### config.mk
export PLATFORM = sky130hd
export DESIGN_NAME = literal_run_header_encoder
export DESIGN_NICKNAME = d
export VERILOG_FILES = /design/src/rtl/lrh_pkg.sv /design/src/rtl/literal_run_header_encoder.sv /design/src/rtl/lrh_front.sv /design/src/rtl/lrh_fifo.sv /design/src/rtl/lrh_back.sv
export SDC_FILE = /design/constraint.sdc
export NUM_CORES = 1
export LEC_CHECK = 0
export BUFFER_PORTS_ARGS = -buffer_cell sky130_fd_sc_hd__buf_2
export CORE_AREA = 4 4 197 199
export CTS_CLUSTER_DIAMETER = 120
export CTS_CLUSTER_SIZE = 28
export DETAILED_ROUTE_END_ITERATION = 7
export DIE_AREA = 0 0 201 203
export GPL_TIMING_DRIVEN = 0
export PLACE_DENSITY = 0.55
export SLEW_MARGIN = 20
export SYNTH_ARGS = -nofsm -noshare
export SYNTH_HDL_FRONTEND = slang
export SYNTH_SLANG_ARGS = --single-unit
### constraint.sdc
create_clock -name clk -period 7.3 [get_ports clk]
set_clock_uncertainty 0.2 [all_clocks]
set_input_delay 0.73 -clock clk [delete_from_list [all_inputs] [get_ports clk]]
set_output_delay 0.73 -clock clk [all_outputs]
set_load 0.05 [all_outputs]
### src/rtl/lrh_pkg.sv
package lrh_pkg;

  localparam int PIXEL_W = 24;
  localparam int CFG_W   = 24;

  // Configuration register indexes.
  localparam logic [1:0] REG_TOTAL_PIXELS = 2'd0;
  localparam logic [1:0] REG_WIDE_PIXELS  = 2'd1;

  // Kind of run header that goes ahead of a pixel.
  localparam logic [1:0] HDR_NONE  = 2'd0;
  localparam logic [1:0] HDR_SHORT = 2'd1;
  localparam logic [1:0] HDR_LONG  = 2'd2;

  localparam logic [7:0] LONG_MARK = 8'h7f;

  // Command queue between the classifier and the byte serializer.
  localparam int QUEUE_DEPTH = 4;
  localparam int QPTR_W      = 2;
  localparam int QCNT_W      = 3;

  typedef struct packed {
    logic               overrun;
    logic               wide;
    logic [1:0]         hdr_kind;
    logic [15:0]        hdr_val;
    logic [PIXEL_W-1:0] pixel;
  } lrh_cmd_t;

endpackage

### src/rtl/literal_run_header_encoder.sv
// Channel   Ports                                         Direction
// input     in_valid, in_stall, in_pixel                  pixels in, one beat each
// output    out_valid, out_stall, out_byte/last/overrun   encoded bytes, one beat each
// config    cfg_we, cfg_index, cfg_data                   register writes, no wait
//
// The classifier takes one pixel per cycle, unless the queue is full, into a
// four-entry command queue. The serializer sends one byte per cycle unless
// out_stall holds it, so a pixel costs 1 to 6 output bytes: 3 for a three-byte
// pixel, 1 for a one-byte pixel, plus 1 or 3 for a header. With the queue empty,
// a pixel's first byte passes the queue entry, then the output register.
// Reset is synchronous: total_pixels reads as 0 and wide_pixels as 1.
// in_stall rises only when the queue is full; out_stall holds the output register.
module literal_run_header_encoder
  import lrh_pkg::*;
#(
  parameter int MAX_WINDOW = 65535
) (
  input  logic               clk,
  input  logic               rst_n,
  input  logic               cfg_we,
  input  logic [1:0]         cfg_index,
  input  logic [CFG_W-1:0]   cfg_data,
  input  logic               in_valid,
  output logic               in_stall,
  input  logic [PIXEL_W-1:0] in_pixel,
  output logic               out_valid,
  input  logic               out_stall,
  output logic [7:0]         out_byte,
  output logic               out_last,
  output logic               out_overrun
);

  logic     q_full;
  logic     push;
  lrh_cmd_t push_cmd;
  logic     pop;
  logic     head_valid;
  lrh_cmd_t head_cmd;

  lrh_front #(
    .MAX_WINDOW(MAX_WINDOW)
  ) u_front (
    .clk      (clk),
    .rst_n    (rst_n),
    .cfg_we   (cfg_we),
    .cfg_index(cfg_index),
    .cfg_data (cfg_data),
    .in_valid (in_valid),
    .in_stall (in_stall),
    .in_pixel (in_pixel),
    .q_full   (q_full),
    .push     (push),
    .push_cmd (push_cmd)
  );

  lrh_fifo u_fifo (
    .clk       (clk),
    .rst_n     (rst_n),
    .push      (push),
    .push_cmd  (push_cmd),
    .full      (q_full),
    .pop       (pop),
    .head_valid(head_valid),
    .head_cmd  (head_cmd)
  );

  lrh_back u_back (
    .clk        (clk),
    .rst_n      (rst_n),
    .head_valid (head_valid),
    .head_cmd   (head_cmd),
    .pop        (pop),
    .out_valid  (out_valid),
    .out_stall  (out_stall),
    .out_byte   (out_byte),
    .out_last   (out_last),
    .out_overrun(out_overrun)
  );

endmodule

### src/rtl/lrh_front.sv
module lrh_front
  import lrh_pkg::*;
#(
  parameter int MAX_WINDOW = 65535
) (
  input  logic               clk,
  input  logic               rst_n,
  input  logic               cfg_we,
  input  logic [1:0]         cfg_index,
  input  logic [CFG_W-1:0]   cfg_data,
  input  logic               in_valid,
  output logic               in_stall,
  input  logic [PIXEL_W-1:0] in_pixel,
  input  logic               q_full,
  output logic               push,
  output lrh_cmd_t           push_cmd
);

  localparam int WinW = $clog2(MAX_WINDOW + 1);
  localparam logic [PIXEL_W-1:0] MaxWin = PIXEL_W'(MAX_WINDOW);

  logic [PIXEL_W-1:0] pixels_left_r, pixels_left_nxt;
  logic [WinW-1:0]    window_left_r, window_left_nxt;
  logic               first_done_r, first_done_nxt;
  logic               wide_r, wide_nxt;

  logic [PIXEL_W-1:0] win_full;
  logic [WinW-1:0]    win;
  logic               accept;

  assign in_stall = q_full;
  assign accept   = in_valid && !q_full;
  assign push     = accept;

  assign win_full = (pixels_left_r > MaxWin) ? MaxWin : pixels_left_r;
  assign win      = win_full[WinW-1:0];

  always_comb begin
    pixels_left_nxt = pixels_left_r;
    window_left_nxt = window_left_r;
    first_done_nxt  = first_done_r;
    wide_nxt        = wide_r;

    push_cmd.overrun  = (pixels_left_r == '0);
    push_cmd.wide     = wide_r;
    push_cmd.hdr_kind = HDR_NONE;
    push_cmd.hdr_val  = '0;
    push_cmd.pixel    = in_pixel;

    // A header is due only once the first pixel is out and the window is used up.
    if (pixels_left_r != '0 && first_done_r && window_left_r == '0) begin
      if (win >= WinW'(128)) begin
        push_cmd.hdr_kind = HDR_LONG;
        push_cmd.hdr_val  = 16'(win - WinW'(128));
      end else begin
        push_cmd.hdr_kind = HDR_SHORT;
        push_cmd.hdr_val  = 16'(win - WinW'(1));
      end
    end

    if (accept && pixels_left_r != '0) begin
      pixels_left_nxt = pixels_left_r - PIXEL_W'(1);
      if (!first_done_r) begin
        first_done_nxt = 1'b1;
      end else if (window_left_r == '0) begin
        window_left_nxt = win - WinW'(1);
      end else begin
        window_left_nxt = window_left_r - WinW'(1);
      end
    end

    if (cfg_we) begin
      case (cfg_index)
        REG_TOTAL_PIXELS: begin
          pixels_left_nxt = cfg_data[PIXEL_W-1:0];
          window_left_nxt = '0;
          first_done_nxt  = 1'b0;
        end
        REG_WIDE_PIXELS: begin
          wide_nxt = cfg_data[0];
        end
        default: begin
        end
      endcase
    end
  end

  always_ff @(posedge clk) begin
    if (!rst_n) begin
      pixels_left_r <= '0;
      window_left_r <= '0;
      first_done_r  <= 1'b0;
      wide_r        <= 1'b1;
    end else begin
      pixels_left_r <= pixels_left_nxt;
      window_left_r <= window_left_nxt;
      first_done_r  <= first_done_nxt;
      wide_r        <= wide_nxt;
    end
  end

endmodule

### src/rtl/lrh_fifo.sv
module lrh_fifo
  import lrh_pkg::*;
(
  input  logic     clk,
  input  logic     rst_n,
  input  logic     push,
  input  lrh_cmd_t push_cmd,
  output logic     full,
  input  logic     pop,
  output logic     head_valid,
  output lrh_cmd_t head_cmd
);

  lrh_cmd_t           mem [QUEUE_DEPTH];
  logic [QPTR_W-1:0]  wr_ptr_r, wr_ptr_nxt;
  logic [QPTR_W-1:0]  rd_ptr_r, rd_ptr_nxt;
  logic [QCNT_W-1:0]  count_r, count_nxt;

  assign full       = (count_r == QCNT_W'(QUEUE_DEPTH));
  assign head_valid = (count_r != '0);
  assign head_cmd   = mem[rd_ptr_r];

  always_comb begin
    wr_ptr_nxt = push ? wr_ptr_r + QPTR_W'(1) : wr_ptr_r;
    rd_ptr_nxt = pop ? rd_ptr_r + QPTR_W'(1) : rd_ptr_r;
    count_nxt  = count_r;
    if (push && !pop) begin
      count_nxt = count_r + QCNT_W'(1);
    end else if (pop && !push) begin
      count_nxt = count_r - QCNT_W'(1);
    end
  end

  always_ff @(posedge clk) begin
    if (push) begin
      mem[wr_ptr_r] <= push_cmd;
    end
  end

  always_ff @(posedge clk) begin
    if (!rst_n) begin
      wr_ptr_r <= '0;
      rd_ptr_r <= '0;
      count_r  <= '0;
    end else begin
      wr_ptr_r <= wr_ptr_nxt;
      rd_ptr_r <= rd_ptr_nxt;
      count_r  <= count_nxt;
    end
  end

`ifndef SYNTHESIS
  a_count_bound: assert property (@(posedge clk) disable iff (!rst_n)
    count_r <= QCNT_W'(QUEUE_DEPTH))
    else $error("queue count above depth");

  a_ptr_match: assert property (@(posedge clk) disable iff (!rst_n)
    QPTR_W'(wr_ptr_r - rd_ptr_r) == count_r[QPTR_W-1:0])
    else $error("queue pointers disagree with count");
`endif

endmodule

### src/rtl/lrh_back.sv
module lrh_back
  import lrh_pkg::*;
(
  input  logic     clk,
  input  logic     rst_n,
  input  logic     head_valid,
  input  lrh_cmd_t head_cmd,
  output logic     pop,
  output logic     out_valid,
  input  logic     out_stall,
  output logic [7:0] out_byte,
  output logic     out_last,
  output logic     out_overrun
);

  logic [2:0] idx_r, idx_nxt;
  logic       out_valid_r, out_valid_nxt;
  logic [7:0] out_byte_r;
  logic       out_last_r;
  logic       out_overrun_r;

  logic [2:0] hlen;
  logic [2:0] nbytes;
  logic [1:0] pidx;
  logic [7:0] sel_byte;
  logic       load;
  logic       step;
  logic       is_last;

  always_comb begin
    case (head_cmd.hdr_kind)
      HDR_SHORT: hlen = 3'd1;
      HDR_LONG:  hlen = 3'd3;
      default:   hlen = 3'd0;
    endcase
    if (head_cmd.overrun) begin
      nbytes = 3'd1;
    end else begin
      nbytes = hlen + (head_cmd.wide ? 3'd3 : 3'd1);
    end

    pidx = 2'(idx_r - hlen);
    if (head_cmd.overrun) begin
      sel_byte = 8'h00;
    end else if (idx_r < hlen) begin
      case (idx_r)
        3'd0:    sel_byte = (head_cmd.hdr_kind == HDR_LONG) ? LONG_MARK
                                                            : head_cmd.hdr_val[7:0];
        3'd1:    sel_byte = head_cmd.hdr_val[7:0];
        default: sel_byte = head_cmd.hdr_val[15:8];
      endcase
    end else begin
      case (pidx)
        2'd0:    sel_byte = head_cmd.pixel[7:0];
        2'd1:    sel_byte = head_cmd.pixel[15:8];
        default: sel_byte = head_cmd.pixel[23:16];
      endcase
    end
  end

  // The output register takes a new beat when it is empty or being drained.
  assign load    = !out_valid_r || !out_stall;
  assign step    = head_valid && load;
  assign is_last = (idx_r == nbytes - 3'd1);
  assign pop     = step && is_last;

  always_comb begin
    idx_nxt       = idx_r;
    out_valid_nxt = out_valid_r && out_stall;
    if (step) begin
      out_valid_nxt = 1'b1;
      idx_nxt       = is_last ? 3'd0 : idx_r + 3'd1;
    end
  end

  always_ff @(posedge clk) begin
    if (!rst_n) begin
      idx_r       <= '0;
      out_valid_r <= 1'b0;
    end else begin
      idx_r       <= idx_nxt;
      out_valid_r <= out_valid_nxt;
    end
  end

  always_ff @(posedge clk) begin
    if (step) begin
      out_byte_r    <= sel_byte;
      out_last_r    <= is_last;
      out_overrun_r <= head_cmd.overrun;
    end
  end

  assign out_valid   = out_valid_r;
  assign out_byte    = out_byte_r;
  assign out_last    = out_last_r;
  assign out_overrun = out_overrun_r;

`ifndef SYNTHESIS
  a_overrun_is_last: assert property (@(posedge clk) disable iff (!rst_n)
    out_valid_r && out_overrun_r |-> out_last_r)
    else $error("overrun beat not marked last");

  a_mid_entry_held: assert property (@(posedge clk) disable iff (!rst_n)
    idx_r != 3'd0 |-> head_valid && !head_cmd.overrun)
    else $error("queue head lost in the middle of an entry");

  a_idx_bound: assert property (@(posedge clk) disable iff (!rst_n)
    idx_r <= 3'd5)
    else $error("byte index beyond six beats");
`endif

endmodule

==> results of run 1 <==
metal layers:
| layer | vias up | global-route usage (%) | wire [um] |
|---|---|---|---|
| li1 | 3325 | - | - |
| met1 | 3514 | 17.3 | 12000 |
| met3 | 25 | 1.65 | 1250 |
| met2 | 198 | 21.0 | 12600 |
| met4 | 0 | 2.46 | 380 |
| met5 | - | 0 | 0 |
logic make-up (layout without fill, tap and decap cells):
| logic type | count (synthesis) | count (layout) | synth area share [%] |
|---|---|---|---|
| simple gates | 195 | 195 | 9.82 |
| other cells | 0 | 2 | 0 |
| buf+inv | 78 | 161 | 3.24 |
| fa+ha+maj | 18 | 18 | 2.18 |
| compound gates | 182 | 182 | 10.5 |
| flops | 241 | 241 | 60.7 |
| xor+xnor | 43 | 43 | 3.56 |
| mux | 55 | 55 | 10.0 |
layout make-up:
class / count / area, um^2
Timing Repair Buffer: 66 / 330
Sequential cell: 241 / 6690
Antenna cell: 2 / 5.00
Clock buffer: 15 / 333
Tap cell: 474 / 593
Inverter: 24 / 90.1
Buffer: 54 / 267
Fill cell: 3674 / 24900
Clock inverter: 2 / 15.0
Multi-Input combinational cell: 493 / 3990
through the flow:
step	util [%]	total power [mW]	instances	worst slack (ps)	cell area [um^2]
2_1_floorplan	-	3.35	812	2580	11000
3_3_place_gp	32.1	3.89	1352	1890	11900
3_5_place_dp	32.1	3.90	1352	1850	12000
4_1_cts	33.1	4.66	1369	1820	12300
5_1_grt	33.1	4.90	1369	1570	12300
6_report	33.1	4.62	1371	1920	12300
how the worst min path moves through the flow:
stage	from	to	slack [ps]
2_1_floorplan	u_front.window_left_r[8]	u_front.window_left_r[8]	250
3_3_place_gp	u_back.out_valid	u_back.out_valid	260
6_report	in_pixel[20]	u_fifo.mem[1][20]	260
5_1_grt	in_pixel[6]	u_fifo.mem[1][6]	240
3_5_place_dp	u_back.out_valid	u_back.out_valid	270
4_1_cts	in_pixel[20]	u_fifo.mem[1][20]	240
state kept, by name (all words and copies together), names as in the netlist, named ones only:
register / count
u_fifo.count_r: 3
u_back.out_last: 1
u_front.pixels_left_r: 24
u_front.first_done_r: 1
u_front.window_left_r: 16
u_front.wide_r: 1
u_back.out_byte: 8
u_back.out_overrun: 1
u_back.out_valid: 1
u_back.idx_r: 3
u_fifo.wr_ptr_r: 2
u_fifo.mem: 176
u_fifo.rd_ptr_r: 2
cell usage in the layout, fill, tap and decap left out, types with 5 or more instances in the layout:
cell / instances
a21oi_1: 57
o31ai_1: 6
or3_1: 14
buf_4: 5
mux4_2: 44
a211oi_1: 10
or2_2: 5
nand4_1: 10
nand3_1: 16
xnor2_1: 24
ha_1: 16
a31oi_1: 12
o21ai_0: 40
nor2_1: 39
mux2i_1: 11
o22ai_1: 14
edfxtp_1: 186
clkbuf_1: 28
inv_1: 24
clkbuf_16: 13
dfxtp_1: 55
or4_1: 11
nand2_1: 32
buf_2: 83
nor3_1: 20
xor2_1: 18
nor4_1: 9
o211ai_1: 11
power groups by stage:
stage / Clock (mW) / Sequential, mW / Combinational (mW)
floorplan: 0 / 1.94 / 1.40
global route: 0.826 / 1.85 / 2.22
detailed placement: 0 / 1.87 / 2.03
global placement: 0 / 1.87 / 2.02
finish: 0.757 / 1.83 / 2.03
CTS: 0.778 / 1.84 / 2.04
==> reports/metrics.csv, run 1 <==
stage;metric;value;unit
clocking;clk_latency;490;ps
detailed_routing;post_drt_wl_per_cell;19.1;um
floorplan;top_level_ports;67;
min_path;hold_depth;1;
setup_path;cp-start-kind;flip-flop;
setup_path;worst_path_max_delay_cell;clkbuf_1;
clocking;h-tree-depth;1;
power;power.switching;1.80;mW
status;status;finished clean;
floorplan;die_x;201;um
yosys;synth_nets;885;
placed_design;dp.final_hpwl;18.1;mm
clocking;cts_tree;done;
clocking;root_buffer;clkbuf_16;
sta;rsz0062_at_grt;false;
detailed_routing;ant_nets;0;
setup_path;path_max_fanout;10;
detailed_routing;first_pass_iters;5;
detailed_routing;drc_errors;0;
yosys;syn_inst;812;
detailed_routing;vias;7062;
sta;hold_viol;0;
setup_path;endpoint;u_fifo.count_r[2];
floorplan;core_area;37200;um^2
clocking;clk_path_buf_depth;3;
sta;holdWs;259;ps
power;p_sw_share;39.0;%
sta;final-max-slew-violation-count;0;
clocking;numCtsBuffers;12;
yosys;synth_top_area_share;50.7;%
placed_design;place_congestion;0.930;
setup_path;crit_type;reg -> reg;
setup_path;path_cells;clkbuf_1 > clkbuf_1 > mux4_2 > ha_1 > inv_1 > fa_1 > nand2b_1 > ha_1 > xor2_1 > nor2b_1 > a21oi_2 > inv_1 > nand2_1 > ha_1 > inv_1 > fa_1 > xor2_1 > or3_1 > a21oi_1;
detailed_routing;vias_per_cell;5.15;
yosys;async_reset_ff_share;0;%
setup_path;cp_slowest_stage_delay;530;ps
floorplan;initial_utilization;29.6;%
sta;tns;0;ps
floorplan;fp.dieArea;40800;um^2
power;p_leak;4.09;nW
placed_design;portBuffers;66;
setup_path;cp_num_cells;19;
clocking;cts_post_setup_buffers_inserted;0;
power;irDropWorstVdd;0.000122;V
floorplan;rows;71;
yosys;syn_avg_cell_area;13.6;um^2
clocking;cts_num_sinks;241;
setup_path;crit_buf_inv;5;
detailed_routing;drtIter0Drc;519;
setup_path;cpLargestDelayFamily;adder cells;
clocking;cts_hold_buf;0;
setup_path;critical_path_arrival;5590;ps
yosys;netlist_area;11000;um^2
detailed_routing;drt_wl_total;26.2;mm
floorplan;die_h;203;um
setup_path;crit-reg2reg-capture;u_fifo.count_r[2];
flow_run;drv_cap;0;
sta;post-route-period-util;73.7;%
sta;fmax;186;MHz
clocking;cts.clk_slew.worst_paths;100;ps
sta;setup_viol;0;
sta;maxSlewHeadroom;38.1;%
min_path;hp-class;in -> reg;
yosys;yosysSeqAreaShare;60.7;%
grt;antenna_found_initial;0;
layout;nets;965;
power;internal-power;2.82;mW
power;power.density;375;nW/um^2
yosys;yosysUniqueCellTypes;71;
yosys;synth_seq_cells;241;
yosys;yosysMostFrequentCell;edfxtp_1;
setup_path;worst-endpoint-required;7510;ps
yosys;ys.flop_type;edfxtp_1;
grt;grt_max_degree;45;
sta;worstMarginPinSlew;927;ps
layout;layout-drive-gt1-share;19.6;%
setup_path;end_kind;flip-flop;
grt;grt_overflow;0;
yosys;synth_common_cells;edfxtp_1, a21oi_1, dfxtp_1, mux4_2, o21ai_0;
grt;grt_pass1_vias;7051;
yosys;synth_edf_count;186;
sta;fin_crit;5380;ps
layout;syn2layout_area_growth;11.8;%
yosys;yosys.area.top_type;edfxtp_1;
setup_path;reg2reg_slack;1920;ps
grt;grt_util_all_layers;12.4;%
yosys;synth.area.top_cells;edfxtp_1, dfxtp_1, mux4_2, a21oi_1, xnor2_1;
setup_path;worstRegToRegCells;19;
yosys;synth_warnings;0;
power;power_frac_clock;16.4;%
power;comb_power_share;44.0;%
power;pwr-share-seq;39.6;%
clocking;post_cts_resized;0;
grt;grt_pass1_wl;40.8;mm
(Power assumes the default switching activity.)
==> run 2: changes to the inputs <==
==> constraint.sdc (replaced) <==
create_clock -name clk -period 5.55 [get_ports clk]
set_clock_uncertainty 0.2 [all_clocks]
set_input_delay 0.555 -clock clk [delete_from_list [all_inputs] [get_ports clk]]
set_output_delay 0.555 -clock clk [all_outputs]
set_load 0.05 [all_outputs]
==> run 2 against run 1 <==
Compared with the run above:
- non-clock buffer count is the same
- largest cell class unchanged
- via count is essentially flat
- largest power group unchanged
- register-to-register slack lost 1600 ps
==> reports/metrics.csv, run 2 (same netlist as run 1, synthesis figures left out) <==
stage;metric;value;unit;change
status;status;finished clean;;unchanged
sta;rsz0062_at_grt;false;;unchanged
floorplan;die_h;203;um;unchanged
clocking;clk_path_buf_depth;3;;unchanged
sta;post-route-period-util;93.7;%;was 73.7%
setup_path;worst-endpoint-required;5760;ps;was 7510 ps
flow_run;drv_cap;0;;unchanged
floorplan;initial_utilization;29.6;%;unchanged
clocking;cts_tree;done;;unchanged
clocking;h-tree-depth;1;;unchanged
grt;grt_util_all_layers;12.4;%;unchanged
detailed_routing;drt_wl_total;26.2;mm;about the same
setup_path;end_kind;flip-flop;;unchanged
detailed_routing;vias;7068;;was 7,062
clocking;cts_num_sinks;241;;unchanged
sta;tns;0;ps;unchanged
clocking;root_buffer;clkbuf_16;;unchanged
floorplan;die_x;201;um;unchanged
detailed_routing;post_drt_wl_per_cell;19.2;um;was 19.1 um
sta;final-max-slew-violation-count;0;;unchanged
clocking;clk_latency;490;ps;about the same
power;p_total;6.08;mW;was 4.62 mW
power;power.switching;2.37;mW;was 1.80 mW
power;p_sw_share;39.0;%;about the same
setup_path;cp-start-kind;flip-flop;;unchanged
layout;n_antenna_cell;0;;was 2
sta;setup_viol;0;;unchanged
placed_design;dpl_cell_area;12000;um^2;unchanged
sta;worstMarginPinSlew;920;ps;was 927 ps
power;irDropWorstVdd;0.000158;V;was 0.000122 V
detailed_routing;vias_per_cell;5.16;;was 5.15
layout;layout-drive-gt1-share;19.7;%;was 19.6%
power;p_leak;4.09;nW;about the same
grt;antenna_found_initial;0;;unchanged
floorplan;top_level_ports;67;;unchanged
floorplan;rows;71;;unchanged
placed_design;portBuffers;66;;unchanged
setup_path;critical_path_arrival;5420;ps;was 5590 ps
sta;fin_crit;5200;ps;was 5380 ps
floorplan;core_area;37200;um^2;unchanged
sta;hold_viol;0;;unchanged
grt;grt_max_degree;45;;unchanged
clocking;cts_hold_buf;0;;unchanged
layout;largest_reg_flops;176;;unchanged
power;comb_power_share;44.0;%;about the same
detailed_routing;first_pass_iters;5;;unchanged
setup_path;path_max_fanout;10;;unchanged
clocking;cts.clk_slew.worst_paths;100;ps;about the same
power;power_frac_clock;16.4;%;about the same
power;power.density;494;nW/um^2;was 375 nW/um^2
layout;largest_registers;u_fifo.mem (176), u_front.pixels_left_r (24), u_front.window_left_r (16);;unchanged
sta;fmax;192;MHz;was 186 MHz
detailed_routing;drtIter0Drc;537;;was 519
layout;syn2layout_area_growth;11.8;%;about the same
layout;postLayoutCellArea;12300;um^2;about the same
clocking;numCtsBuffers;12;;unchanged
sta;holdWs;85.1;ps;was 259 ps
power;pwr-share-seq;39.6;%;about the same
sta;setup_slack;348;ps;was 1920 ps
layout;mostFrequentLayoutCells;edfxtp_1, buf_2, a21oi_1;;unchanged
setup_path;cp_slowest_stage_delay;530;ps;about the same
setup_path;crit_type;reg -> reg;;unchanged
placed_design;place_ws;95.6;ps;was 1850 ps
setup_path;path_cells;clkbuf_1 > clkbuf_2 > mux4_2 > ha_1 > inv_1 > fa_1 > nand2b_1 > ha_1 > xor2_1 > nor2b_1 > a21oi_2 > inv_1 > nand2_1 > ha_1 > inv_1 > fa_1 > xor2_1 > or3_1 > a21oi_1;;was clkbuf_1 > clkbuf_1 > mux4_2 > ha_1 > inv_1 > fa_1 > nand2b_1 > ha_1 > xor2_1 > nor2b_1 > a21oi_2 > inv_1 > nand2_1 > ha_1 > inv_1 > fa_1 > xor2_1 > or3_1 > a21oi_1
detailed_routing;drc_errors;0;;unchanged
setup_path;worst_path_max_delay_cell;fa_1;;was clkbuf_1
sta;maxSlewHeadroom;38.5;%;was 38.1%
layout;regMostFlops;u_fifo.mem;;unchanged
placed_design;dp.final_hpwl;18.1;mm;unchanged
grt;grt_pass1_wl;40.8;mm;unchanged
grt;grt_overflow;0;;unchanged
placed_design;place_congestion;0.930;;unchanged
grt;grt_pass1_vias;7051;;unchanged
detailed_routing;ant_nets;0;;unchanged
layout;nets;965;;unchanged
power;internal-power;3.71;mW;was 2.82 mW
floorplan;fp.dieArea;40800;um^2;unchanged
layout;final_common_cell;edfxtp_1;;unchanged
min_path;hp-class;in -> reg;;unchanged
-- run 2: cell types whose count changed in the layout (fill, tap and decap cells not counted) --
cell and change:
diode_2 -2, buf_2 -1, clkbuf_1 -1, clkbuf_2 +1, clkbuf_4 +1
-- run 2: path summary, 6_finish.rpt --
kind                                       start           endpoint  slack (ps)  cells past startpoint
worst max-delay path                   flip-flop  u_fifo.count_r[2]         350                     19
worst min-delay path                in_pixel[18]  u_fifo.mem[0][18]          90                      1
worst max register to register         flip-flop  u_fifo.count_r[2]         350                     19
worst min register to register  u_back.out_valid   u_back.out_valid         280                      2
-- run 2: worst max-delay path: cells and delay by family, from the launching register on --
family | cells | cell delay [ps]
AO/OA/AOI/OAI | 2 | 490
flip-flops | 1 | 320
AND/OR/NAND/NOR | 4 | 610
multiplexers | 1 | 370
adder cells (fa/ha/maj) | 5 | 1740
XOR/XNOR | 2 | 330
buffers and inverters | 5 | 1080
-- run 2: final cells by class --
class / instances / area (um^2)
Timing Repair Buffer: 66 / 330
Clock buffer: 15 / 333
Fill cell: 3671 / 24900
Multi-Input combinational cell: 493 / 3990
Sequential cell: 241 / 6690
Inverter: 24 / 90.1
Buffer: 54 / 270
Clock inverter: 2 / 15.0
Tap cell: 474 / 593
-- run 2: routing by layer --
layer | track usage [%] | share of wire [%] | vias up
met4 | 2.46 | 1.4 | 0
met5 | 0 | 0 | -
met3 | 1.65 | 4.0 | 26
met2 | 21.0 | 48 | 177
met1 | 17.3 | 46 | 3541
li1 | - | - | 3324
-- run 2: repair_timing --
item	CTS	global route
buffers inserted	0	0
gates resized for setup	0	3
endpoints found under the setup margin	0	1
endpoints found under the hold margin	0	0
-- run 2: power groups by stage --
stage | clock [mW] | sequential, mW | combinational (mW)
3_5_place_dp | 0 | 2.46 | 2.68
6_report | 0.995 | 2.41 | 2.68
5_1_grt | 1.09 | 2.44 | 2.93
2_1_floorplan | 0 | 2.56 | 1.84
4_1_cts | 1.02 | 2.41 | 2.69
3_3_place_gp | 0 | 2.46 | 2.66
-- run 2: stage by stage --
stage,instances,utilization [%]
5_1_grt,1369,33.1
6_report,1369,33.1
3_3_place_gp,1352,32.1
2_1_floorplan,812,-
4_1_cts,1369,33.1
3_5_place_dp,1352,32.1
